File: src/hdl/mqm_pkg.sv
// Shared types, codes and the frequency table for the mains quality monitor.
`timescale 1ns / 1ps

package mqm_pkg;

    // item kinds
    localparam logic [1:0] FUNC_INIT  = 2'd0;
    localparam logic [1:0] FUNC_CROSS = 2'd1;
    localparam logic [1:0] FUNC_TICK  = 2'd2;

    // status codes, shared by raw and debounced status
    localparam logic [2:0] ST_UNKNOWN = 3'd0;
    localparam logic [2:0] ST_GOOD    = 3'd1;
    localparam logic [2:0] ST_LOST    = 3'd2;
    localparam logic [2:0] ST_LOW     = 3'd3;
    localparam logic [2:0] ST_HIGH    = 3'd4;
    localparam logic [2:0] ST_FREQ    = 3'd5;

    // configuration register indexes
    localparam logic [2:0] REG_VOLT_LOW    = 3'd0;
    localparam logic [2:0] REG_VOLT_HIGH   = 3'd1;
    localparam logic [2:0] REG_VOLT_MARGIN = 3'd2;
    localparam logic [2:0] REG_FREQ_LOW    = 3'd3;
    localparam logic [2:0] REG_FREQ_HIGH   = 3'd4;
    localparam logic [2:0] REG_FAIL_DEB    = 3'd5;
    localparam logic [2:0] REG_GOOD_DEB    = 3'd6;

    // timing and level constants
    localparam logic [4:0]  CROSS_MIN_MS   = 5'd6;
    localparam logic [4:0]  CROSS_MAX_MS   = 5'd25;
    localparam logic [5:0]  LOST_MS        = 6'd60;
    localparam logic [11:0] LOST_VOLT      = 12'd500;
    localparam logic [4:0]  HALF_PERIOD_RST = 5'd10;

    typedef struct packed {
        logic [1:0]  func;
        logic [31:0] now_ms;
        logic [11:0] volt_rms;
    } item_t;

    typedef struct packed {
        logic        phase_lock;
        logic [2:0]  raw_status;
        logic [2:0]  debounced_status;
        logic        warn_abnormal;
        logic [13:0] freq_centihz;
    } result_t;

    typedef struct packed {
        logic [11:0] volt_low_limit;
        logic [11:0] volt_high_limit;
        logic [11:0] volt_recovery_margin;
        logic [13:0] freq_low_limit;
        logic [13:0] freq_high_limit;
        logic [15:0] fail_debounce_ms;
        logic [15:0] good_debounce_ms;
    } cfg_t;

    // floor(50000 / n); half-periods below 6 never occur and read as 0
    function automatic logic [13:0] freq_lookup(input logic [4:0] half_ms);
        logic [13:0] f;
        unique case (half_ms)
            5'd6:    f = 14'd8333;
            5'd7:    f = 14'd7142;
            5'd8:    f = 14'd6250;
            5'd9:    f = 14'd5555;
            5'd10:   f = 14'd5000;
            5'd11:   f = 14'd4545;
            5'd12:   f = 14'd4166;
            5'd13:   f = 14'd3846;
            5'd14:   f = 14'd3571;
            5'd15:   f = 14'd3333;
            5'd16:   f = 14'd3125;
            5'd17:   f = 14'd2941;
            5'd18:   f = 14'd2777;
            5'd19:   f = 14'd2631;
            5'd20:   f = 14'd2500;
            5'd21:   f = 14'd2380;
            5'd22:   f = 14'd2272;
            5'd23:   f = 14'd2173;
            5'd24:   f = 14'd2083;
            5'd25:   f = 14'd2000;
            5'd26:   f = 14'd1923;
            5'd27:   f = 14'd1851;
            5'd28:   f = 14'd1785;
            5'd29:   f = 14'd1724;
            5'd30:   f = 14'd1666;
            5'd31:   f = 14'd1612;
            default: f = 14'd0;
        endcase
        return f;
    endfunction

endpackage

File: src/hdl/mains_quality_monitor.sv
// Top level of the mains quality monitor: handshake, configuration registers, output word.
//
// Usage:
//   Input words (item) carry a kind (init, zero crossing, control tick), the
//   millisecond time and the RMS voltage. Each input word yields exactly one
//   result word: phase-lock pulse, raw class, debounced status, warning flag
//   and derived frequency in centi-hertz.
//   A word is taken when item_valid is high and item_stall is low; a result
//   is taken when result_valid is high and result_stall is low.
//   An input word that is taken is held in the input register, and the
//   classification and debounce logic loads the result register from it,
//   raising result_valid. Throughput is one word per cycle while the receiver
//   does not stall; the output register refills on the same edge it empties.
//   When the receiver stalls, the result holds, the input register holds its
//   word, and item_stall rises once both are full.
//   Configuration writes (cfg_we, cfg_index, cfg_data) take effect at the next
//   edge; write them only while no word is in flight.
//   Reset clears both stages, restores the register defaults and returns the
//   monitor to unknown status with a 10 ms half-period.
`timescale 1ns / 1ps

module mains_quality_monitor #(
    parameter int TIME_WIDTH = 32
) (
    input  logic              clk,
    input  logic              rst_n,
    input  logic              item_valid,
    output logic              item_stall,
    input  mqm_pkg::item_t    item,
    output logic              result_valid,
    input  logic              result_stall,
    output mqm_pkg::result_t  result,
    input  logic              cfg_we,
    input  logic [2:0]        cfg_index,
    input  logic [15:0]       cfg_data
);

    mqm_pkg::cfg_t    cfg_reg;
    mqm_pkg::item_t   in_word_reg;
    logic             in_valid_reg;
    mqm_pkg::result_t res_word_reg;
    logic             res_valid_reg;
    mqm_pkg::result_t res_next;
    logic             advance;
    logic             out_free;

    assign out_free   = !res_valid_reg || !result_stall;
    assign advance    = in_valid_reg && out_free;
    assign item_stall = in_valid_reg && !out_free;

    assign result_valid = res_valid_reg;
    assign result       = res_word_reg;

    mqm_core #(
        .TIME_WIDTH(TIME_WIDTH)
    ) u_core (
        .clk    (clk),
        .rst_n  (rst_n),
        .advance(advance),
        .item   (in_word_reg),
        .cfg    (cfg_reg),
        .result (res_next)
    );

    always_ff @(posedge clk or negedge rst_n)
    begin
        if (!rst_n)
        begin
            in_valid_reg  <= 1'b0;
            res_valid_reg <= 1'b0;
        end
        else
        begin
            if (item_valid && !item_stall)
                in_valid_reg <= 1'b1;
            else if (advance)
                in_valid_reg <= 1'b0;
            if (advance)
                res_valid_reg <= 1'b1;
            else if (!result_stall)
                res_valid_reg <= 1'b0;
        end
    end

    // payload registers
    always_ff @(posedge clk)
    begin
        if (item_valid && !item_stall)
            in_word_reg <= item;
        if (advance)
            res_word_reg <= res_next;
    end

    always_ff @(posedge clk or negedge rst_n)
    begin
        if (!rst_n)
        begin
            cfg_reg.volt_low_limit       <= 12'd1760;
            cfg_reg.volt_high_limit      <= 12'd2640;
            cfg_reg.volt_recovery_margin <= 12'd50;
            cfg_reg.freq_low_limit       <= 14'd4500;
            cfg_reg.freq_high_limit      <= 14'd5500;
            cfg_reg.fail_debounce_ms     <= 16'd20;
            cfg_reg.good_debounce_ms     <= 16'd3000;
        end
        else if (cfg_we)
        begin
            unique case (cfg_index)
                mqm_pkg::REG_VOLT_LOW:    cfg_reg.volt_low_limit       <= cfg_data[11:0];
                mqm_pkg::REG_VOLT_HIGH:   cfg_reg.volt_high_limit      <= cfg_data[11:0];
                mqm_pkg::REG_VOLT_MARGIN: cfg_reg.volt_recovery_margin <= cfg_data[11:0];
                mqm_pkg::REG_FREQ_LOW:    cfg_reg.freq_low_limit       <= cfg_data[13:0];
                mqm_pkg::REG_FREQ_HIGH:   cfg_reg.freq_high_limit      <= cfg_data[13:0];
                mqm_pkg::REG_FAIL_DEB:    cfg_reg.fail_debounce_ms     <= cfg_data;
                mqm_pkg::REG_GOOD_DEB:    cfg_reg.good_debounce_ms     <= cfg_data;
                default:
                begin
                    // drop writes to unused indexes
                end
            endcase
        end
    end

endmodule

File: src/hdl/mqm_core.sv
// Monitor state, classification and debounce; updates state when a word advances.
`timescale 1ns / 1ps

module mqm_core #(
    parameter int TIME_WIDTH = 32
) (
    input  logic            clk,
    input  logic            rst_n,
    input  logic            advance,
    input  mqm_pkg::item_t  item,
    input  mqm_pkg::cfg_t   cfg,
    output mqm_pkg::result_t result
);

    logic [TIME_WIDTH-1:0] last_cross_reg, last_cross_next;
    logic [4:0]            half_reg, half_next;
    logic [TIME_WIDTH-1:0] bad_start_reg, bad_start_next;
    logic [TIME_WIDTH-1:0] good_start_reg, good_start_next;
    logic                  good_started_reg, good_started_next;
    logic                  was_bad_reg, was_bad_next;
    logic [2:0]            raw_reg, raw_next;
    logic [2:0]            status_reg, status_next;
    logic                  warn_reg, warn_next;

    logic [TIME_WIDTH-1:0] now_t;
    logic [TIME_WIDTH-1:0] since_cross;
    logic [TIME_WIDTH-1:0] bad_start_eff;
    logic [TIME_WIDTH-1:0] good_start_eff;
    logic [TIME_WIDTH-1:0] bad_elapsed;
    logic [TIME_WIDTH-1:0] good_elapsed;
    logic                  cross_ok;
    logic [13:0]           freq_cur;
    logic [2:0]            tick_class;
    logic [12:0]           recover_level;
    logic                  lock;

    assign now_t       = TIME_WIDTH'(item.now_ms);
    assign since_cross = now_t - last_cross_reg;
    assign cross_ok    = (since_cross >= TIME_WIDTH'(mqm_pkg::CROSS_MIN_MS)) &&
                         (since_cross <= TIME_WIDTH'(mqm_pkg::CROSS_MAX_MS));
    assign freq_cur    = mqm_pkg::freq_lookup(half_reg);

    // a fault or good period that starts on this tick starts now
    assign bad_start_eff  = was_bad_reg ? bad_start_reg : now_t;
    assign good_start_eff = good_started_reg ? good_start_reg : now_t;
    assign bad_elapsed    = now_t - bad_start_eff;
    assign good_elapsed   = now_t - good_start_eff;
    assign recover_level  = {1'b0, cfg.volt_low_limit} + {1'b0, cfg.volt_recovery_margin};

    always_comb
    begin
        priority if (since_cross > TIME_WIDTH'(mqm_pkg::LOST_MS) ||
                     item.volt_rms < mqm_pkg::LOST_VOLT)
            tick_class = mqm_pkg::ST_LOST;
        else if (item.volt_rms < cfg.volt_low_limit)
            tick_class = mqm_pkg::ST_LOW;
        else if (item.volt_rms > cfg.volt_high_limit)
            tick_class = mqm_pkg::ST_HIGH;
        else if (freq_cur < cfg.freq_low_limit || freq_cur > cfg.freq_high_limit)
            tick_class = mqm_pkg::ST_FREQ;
        else
            tick_class = mqm_pkg::ST_GOOD;
    end

    always_comb
    begin
        last_cross_next   = last_cross_reg;
        half_next         = half_reg;
        bad_start_next    = bad_start_reg;
        good_start_next   = good_start_reg;
        good_started_next = good_started_reg;
        was_bad_next      = was_bad_reg;
        raw_next          = raw_reg;
        status_next       = status_reg;
        warn_next         = warn_reg;
        lock              = 1'b0;

        unique case (item.func)
            mqm_pkg::FUNC_INIT:
            begin
                last_cross_next = now_t;
                status_next     = mqm_pkg::ST_UNKNOWN;
            end
            mqm_pkg::FUNC_CROSS:
            begin
                if (cross_ok)
                begin
                    half_next       = since_cross[4:0];
                    last_cross_next = now_t;
                    lock            = 1'b1;
                end
            end
            mqm_pkg::FUNC_TICK:
            begin
                raw_next = tick_class;
                if (tick_class != mqm_pkg::ST_GOOD)
                begin
                    good_started_next = 1'b0;
                    good_start_next   = '0;
                    bad_start_next    = bad_start_eff;
                    was_bad_next      = 1'b1;
                    if (bad_elapsed >= TIME_WIDTH'(cfg.fail_debounce_ms))
                    begin
                        status_next = tick_class;
                        warn_next   = 1'b1;
                    end
                end
                else
                begin
                    was_bad_next      = 1'b0;
                    good_start_next   = good_start_eff;
                    good_started_next = 1'b1;
                    if ({1'b0, item.volt_rms} > recover_level &&
                        good_elapsed >= TIME_WIDTH'(cfg.good_debounce_ms))
                    begin
                        status_next = mqm_pkg::ST_GOOD;
                        warn_next   = 1'b0;
                    end
                end
            end
            default:
            begin
                // unused kind: hold everything
            end
        endcase
    end

    // frequency follows the half-period as it stands after this word
    assign result.phase_lock       = lock;
    assign result.raw_status       = raw_next;
    assign result.debounced_status = status_next;
    assign result.warn_abnormal    = warn_next;
    assign result.freq_centihz     = mqm_pkg::freq_lookup(half_next);

    always_ff @(posedge clk or negedge rst_n)
    begin
        if (!rst_n)
        begin
            last_cross_reg   <= '0;
            half_reg         <= mqm_pkg::HALF_PERIOD_RST;
            bad_start_reg    <= '0;
            good_start_reg   <= '0;
            good_started_reg <= 1'b0;
            was_bad_reg      <= 1'b0;
            raw_reg          <= mqm_pkg::ST_UNKNOWN;
            status_reg       <= mqm_pkg::ST_UNKNOWN;
            warn_reg         <= 1'b0;
        end
        else if (advance)
        begin
            last_cross_reg   <= last_cross_next;
            half_reg         <= half_next;
            bad_start_reg    <= bad_start_next;
            good_start_reg   <= good_start_next;
            good_started_reg <= good_started_next;
            was_bad_reg      <= was_bad_next;
            raw_reg          <= raw_next;
            status_reg       <= status_next;
            warn_reg         <= warn_next;
        end
    end

endmodule

File: config.mk
export PLATFORM = sky130hd
export DESIGN_NAME = mains_quality_monitor
export DESIGN_NICKNAME = d
export VERILOG_FILES = /design/src/hdl/mqm_pkg.sv /design/src/hdl/mains_quality_monitor.sv /design/src/hdl/mqm_core.sv
export SDC_FILE = /design/constraint.sdc
export NUM_CORES = 1
export LEC_CHECK = 0
export ABC_AREA = 1
export BUFFER_PORTS_ARGS = -buffer_cell sky130_fd_sc_hd__buf_2
export CORE_UTILIZATION = 55
export DETAILED_ROUTE_END_ITERATION = 6
export GPL_ROUTABILITY_DRIVEN = 0
export PLACE_DENSITY = 0.73
export SETUP_SLACK_MARGIN = 0.3
export SLEW_MARGIN = 20
export SYNTH_ARGS = -nofsm -noshare
export SYNTH_HDL_FRONTEND = slang
export SYNTH_SLANG_ARGS = --single-unit
File: constraint.sdc
create_clock -name clk -period 4.65 [get_ports clk]
set_input_delay 0.93 -clock clk [delete_from_list [all_inputs] [get_ports clk]]
set_output_delay 0.93 -clock clk [all_outputs]
set_load 0.1 [all_outputs]
==> summary.txt <==
Timing
  – Hold Violations, Final: 0
  – Final TNS setup: 0 ns
  – Fin crit period: 4.286 ns
  – Skew final: 0.03358 ns
  – Fin crit share: 92.17%
  – Max-slew headroom: 29.24%
  – Fmax: 233.3 MHz
  – Pins Over Slew Limit: 0
  – Count of final setup violators: 0
  – Unrepaired setup endpoints after global routing: yes
  – Worst-margin pin slew: roughly 1.1 ns

Setup path
  – Worst EP required: ~5.0 ns
  – Reg-to-reg startpoint: u_core.was_bad_reg
  – FF-to-FF path depth: 27
  – Worst EP arrival: 4.62 ns
  – FF-to-FF End: result[15]
  – Critical Path Start: u_core.was_bad_reg
  – Critical Path Sink Type: flop
  – CP Class: flop to flop
  – CP max FO: 7
  – R2r setup slk: about 0.36 ns
  – Worst setup SP type: flop

Synth
  – Main synth FF type: dfrtp_1
  – Syn avg cell area: 6.819 um^2
  – Synth warnings: 0
  – Yosys top cell area share: 19.42%
  – Count leader, synth: nand2_1
  – Synth Cell Area: 22,160 um^2
  – Synth area leaders: dfrtp_1 (19%), nand2_1 (18%), ha_1 (12%)
  – Synth Instances: 3,250
  – Seq/Total Area, Yosys: 32.90%
  – Post-synth EDFFs: 68
  – FFs w/ async S/R, synth: about three quarters
  – Netlist cell types: 54
  – Synth cell count leaders: nand2_1 (1,037), inv_1 (529), o21ai_0 (295), nor2_1 (249), ha_1 (217)
  – FF+latch count, synth: 276
  – Syn nets: 3,541
  – Leading area contributor after synthesis: dfrtp_1

Pwr
  – Switching Fraction: roughly 45%
  – Clk pwr share: a little over a fifth
  – Comb pwr share: around 52%
  – Max VDD drop: 327.3 uV
  – Leak Pwr: 13.24 nW
  – Reg power frac: a little over a quarter
  – Psw: 0.005473 W
  – PD cells: 484.1 nW/um^2
  – Cell internal pwr: roughly 0.0067 W

Routing
  – Vias per std cell: 5.592
  – WL/cell: 16.41 um
  – Routed vias: 22.04k
  – Initial DRC count: 2,262
  – 1st-pass router iterations: 7
  – DRT Wirelength: about 65 mm
  – Routed Antenna Nets: 0
  – DRC viols: 0

Place
  – Hpwl dp: 48.83 mm
  – DP Cell Count: 3,845
  – Port bufs: 93

Cells and area
  – Final Net Count: 3,682
  – Finished Layout Cells: 3,941
  – FF/Latch Area: 7293 um^2
  – Share of cells above drive strength 1: 11.07%
  – Area taken by multi-input logic gates: 13,000 um^2
  – Layout area overhead: 13.66%
  – Antenna diodes: 0
  – Fillers: between 3k and 4k
  – Max reg flops: 96

CTS
  – Register clock-pin slew on the reported worst setup and hold paths: 0.06 ns
  – Longest Clk Path Bufs: 3
  – CTS tree: yes
  – CTS sink cnt: 276
  – Hold_buf cts: 0
  – Later-pin clock latency in the skew report: 0.59 ns
  – Clk root buf: clkbuf_16
  – Htree depth: 2
  – Total CTS buffers: 34

Run status
  – Status: completed

Die
  – Die area: 41,100 um^2
  – Core area: 39,730 um^2
  – Io pins: 94
  – Die height: 202.7 um
  – DIE WIDTH: 202.7 um
  – Starting Density: 55.78%
  – # rows: 73

GRT
  – First-pass GRT wire length: between 100 and 150 mm
  – Largest net degree at the start of global routing: 110
  – Vias in the first global route: 20.23k
  – GRT overflow: 0
  – GRT Overall Usage: 30.75%
  – Antenna violations before repair: 0

Min path
  – WHS Endpoint: u_core.last_cross_reg[15]
  – Min-Delay Path Depth: 2
  – HP Class: flop to flop
  – Hold path start: u_core.last_cross_reg[15]

Job
  – Max-cap viol count: 0
[how the worst max path moves through the flow]
stage,endpoint,slack (ns),depth (start not counted)
2_1_floorplan,result[5],0.93,28
3_3_place_gp,result[9],0.29,29
3_5_place_dp,result[9],0.16,29
4_1_cts,u_core.status_reg[2],0.31,28
5_1_grt,u_core.status_reg[2],0.12,29
6_report,result[15],0.36,27
[power groups by stage]
stage	Combinational (W)	Sequential [W]	Clock [W]
after floorplan	0.00409	0.00336	0
after global placement	0.00543	0.00329	0
after detailed placement	0.00559	0.00330	0
after CTS	0.00562	0.00326	0.00266
after global routing	0.00699	0.00333	0.00276
final	0.00630	0.00328	0.00261
[per-stage QoR]
stage / utilization, % / instance area (um^2) / hold WS (ns) / setup WS, ns / total power, W
4_1_cts: 61.60 / 24480 / 0.4821 / 0.3115 / 0.01155
3_3_place_gp: 58.78 / 23350 / 0.4617 / 0.2892 / 0.008712
2_1_floorplan: - / 22160 / 0.4340 / 0.9310 / 0.007452
6_report: 63.39 / 25190 / 0.4786 / 0.3639 / 0.01219
3_5_place_dp: 58.78 / 23350 / 0.4679 / 0.1565 / 0.008881
5_1_grt: 63.39 / 25190 / 0.4908 / 0.1157 / 0.01308
[placed cells by master (no fill, tap or decap), types with 68 or more instances in the layout]
cell	netlist	layout
nor2_1	249	233
nand2_1	1037	1014
inv_1	529	526
a21oi_1	152	143
edfxtp_1	68	68
nand3_1	140	138
ha_1	217	205
o21ai_0	295	276
dfrtp_1	172	171
buf_2	8	93
[critical path: stages, from the launching register on]
cell and delay (ns):
dfrtp_2 0.44, clkinvlp_4 0.23, buf_6 0.19, buf_12 0.12
nand2_1 0.09, o21ai_2 0.09, ha_4 0.31, nand2_4 0.08
buf_6 0.13, nor2_4 0.14, nand2_1 0.08, inv_1 0.07
nand2_1 0.09, nand2_2 0.11, xor2_1 0.18, ha_1 0.27
a21oi_1 0.14, nor2_1 0.06, a211oi_2 0.24, nand3_1 0.10
nor2_1 0.10, nand3_1 0.08, nor2_1 0.24, nand2_1 0.12
nand4_1 0.10, nand3_1 0.07, nand3_1 0.07, nand2_1 0.06
[per-layer routing]
layer | GRT usage, % | up-vias | wire (um)
li1 | - | 10710 | -
met4 | 12.51 | 0 | 2543
met1 | 42.41 | 10150 | 27870
met3 | 4.093 | 207 | 5446
met2 | 48.74 | 972 | 28810
met5 | 0 | - | 0
[cells by family after synthesis]
group	Yosys count	share of synthesized area, %
AOI/OAI and AO/OA	550	13.41
xor gates and xnor gates	49	2.021
adders and majority gates	221	12.61
buffers and inverters	601	10.34
DFF	276	32.90
and+or+nand+nor	1553	28.70
[area by class of cell]
type / instances / area share (%)
multi-input cells: 2373 / 51.59
flip-flops and latches: 276 / 28.96
inverters: 542 / 8.117
repair buffers: 163 / 4.337
clock buffers: 51 / 3.795
well taps: 525 / 2.608
clock inverters: 10 / 0.5762
repair inverters: 1 / 0.01987
[repair_timing]
| action | CTS | global route |
|---|---|---|
| pin swaps | 2 | 37 |
| setup buffers | 3 | 29 |
| cloned | 0 | 3 |
| resized for setup | 1 | 130 |
| endpoints found under the setup margin | 8 | 86 |
No activity file was read; power rests on OpenSTA's default activity.
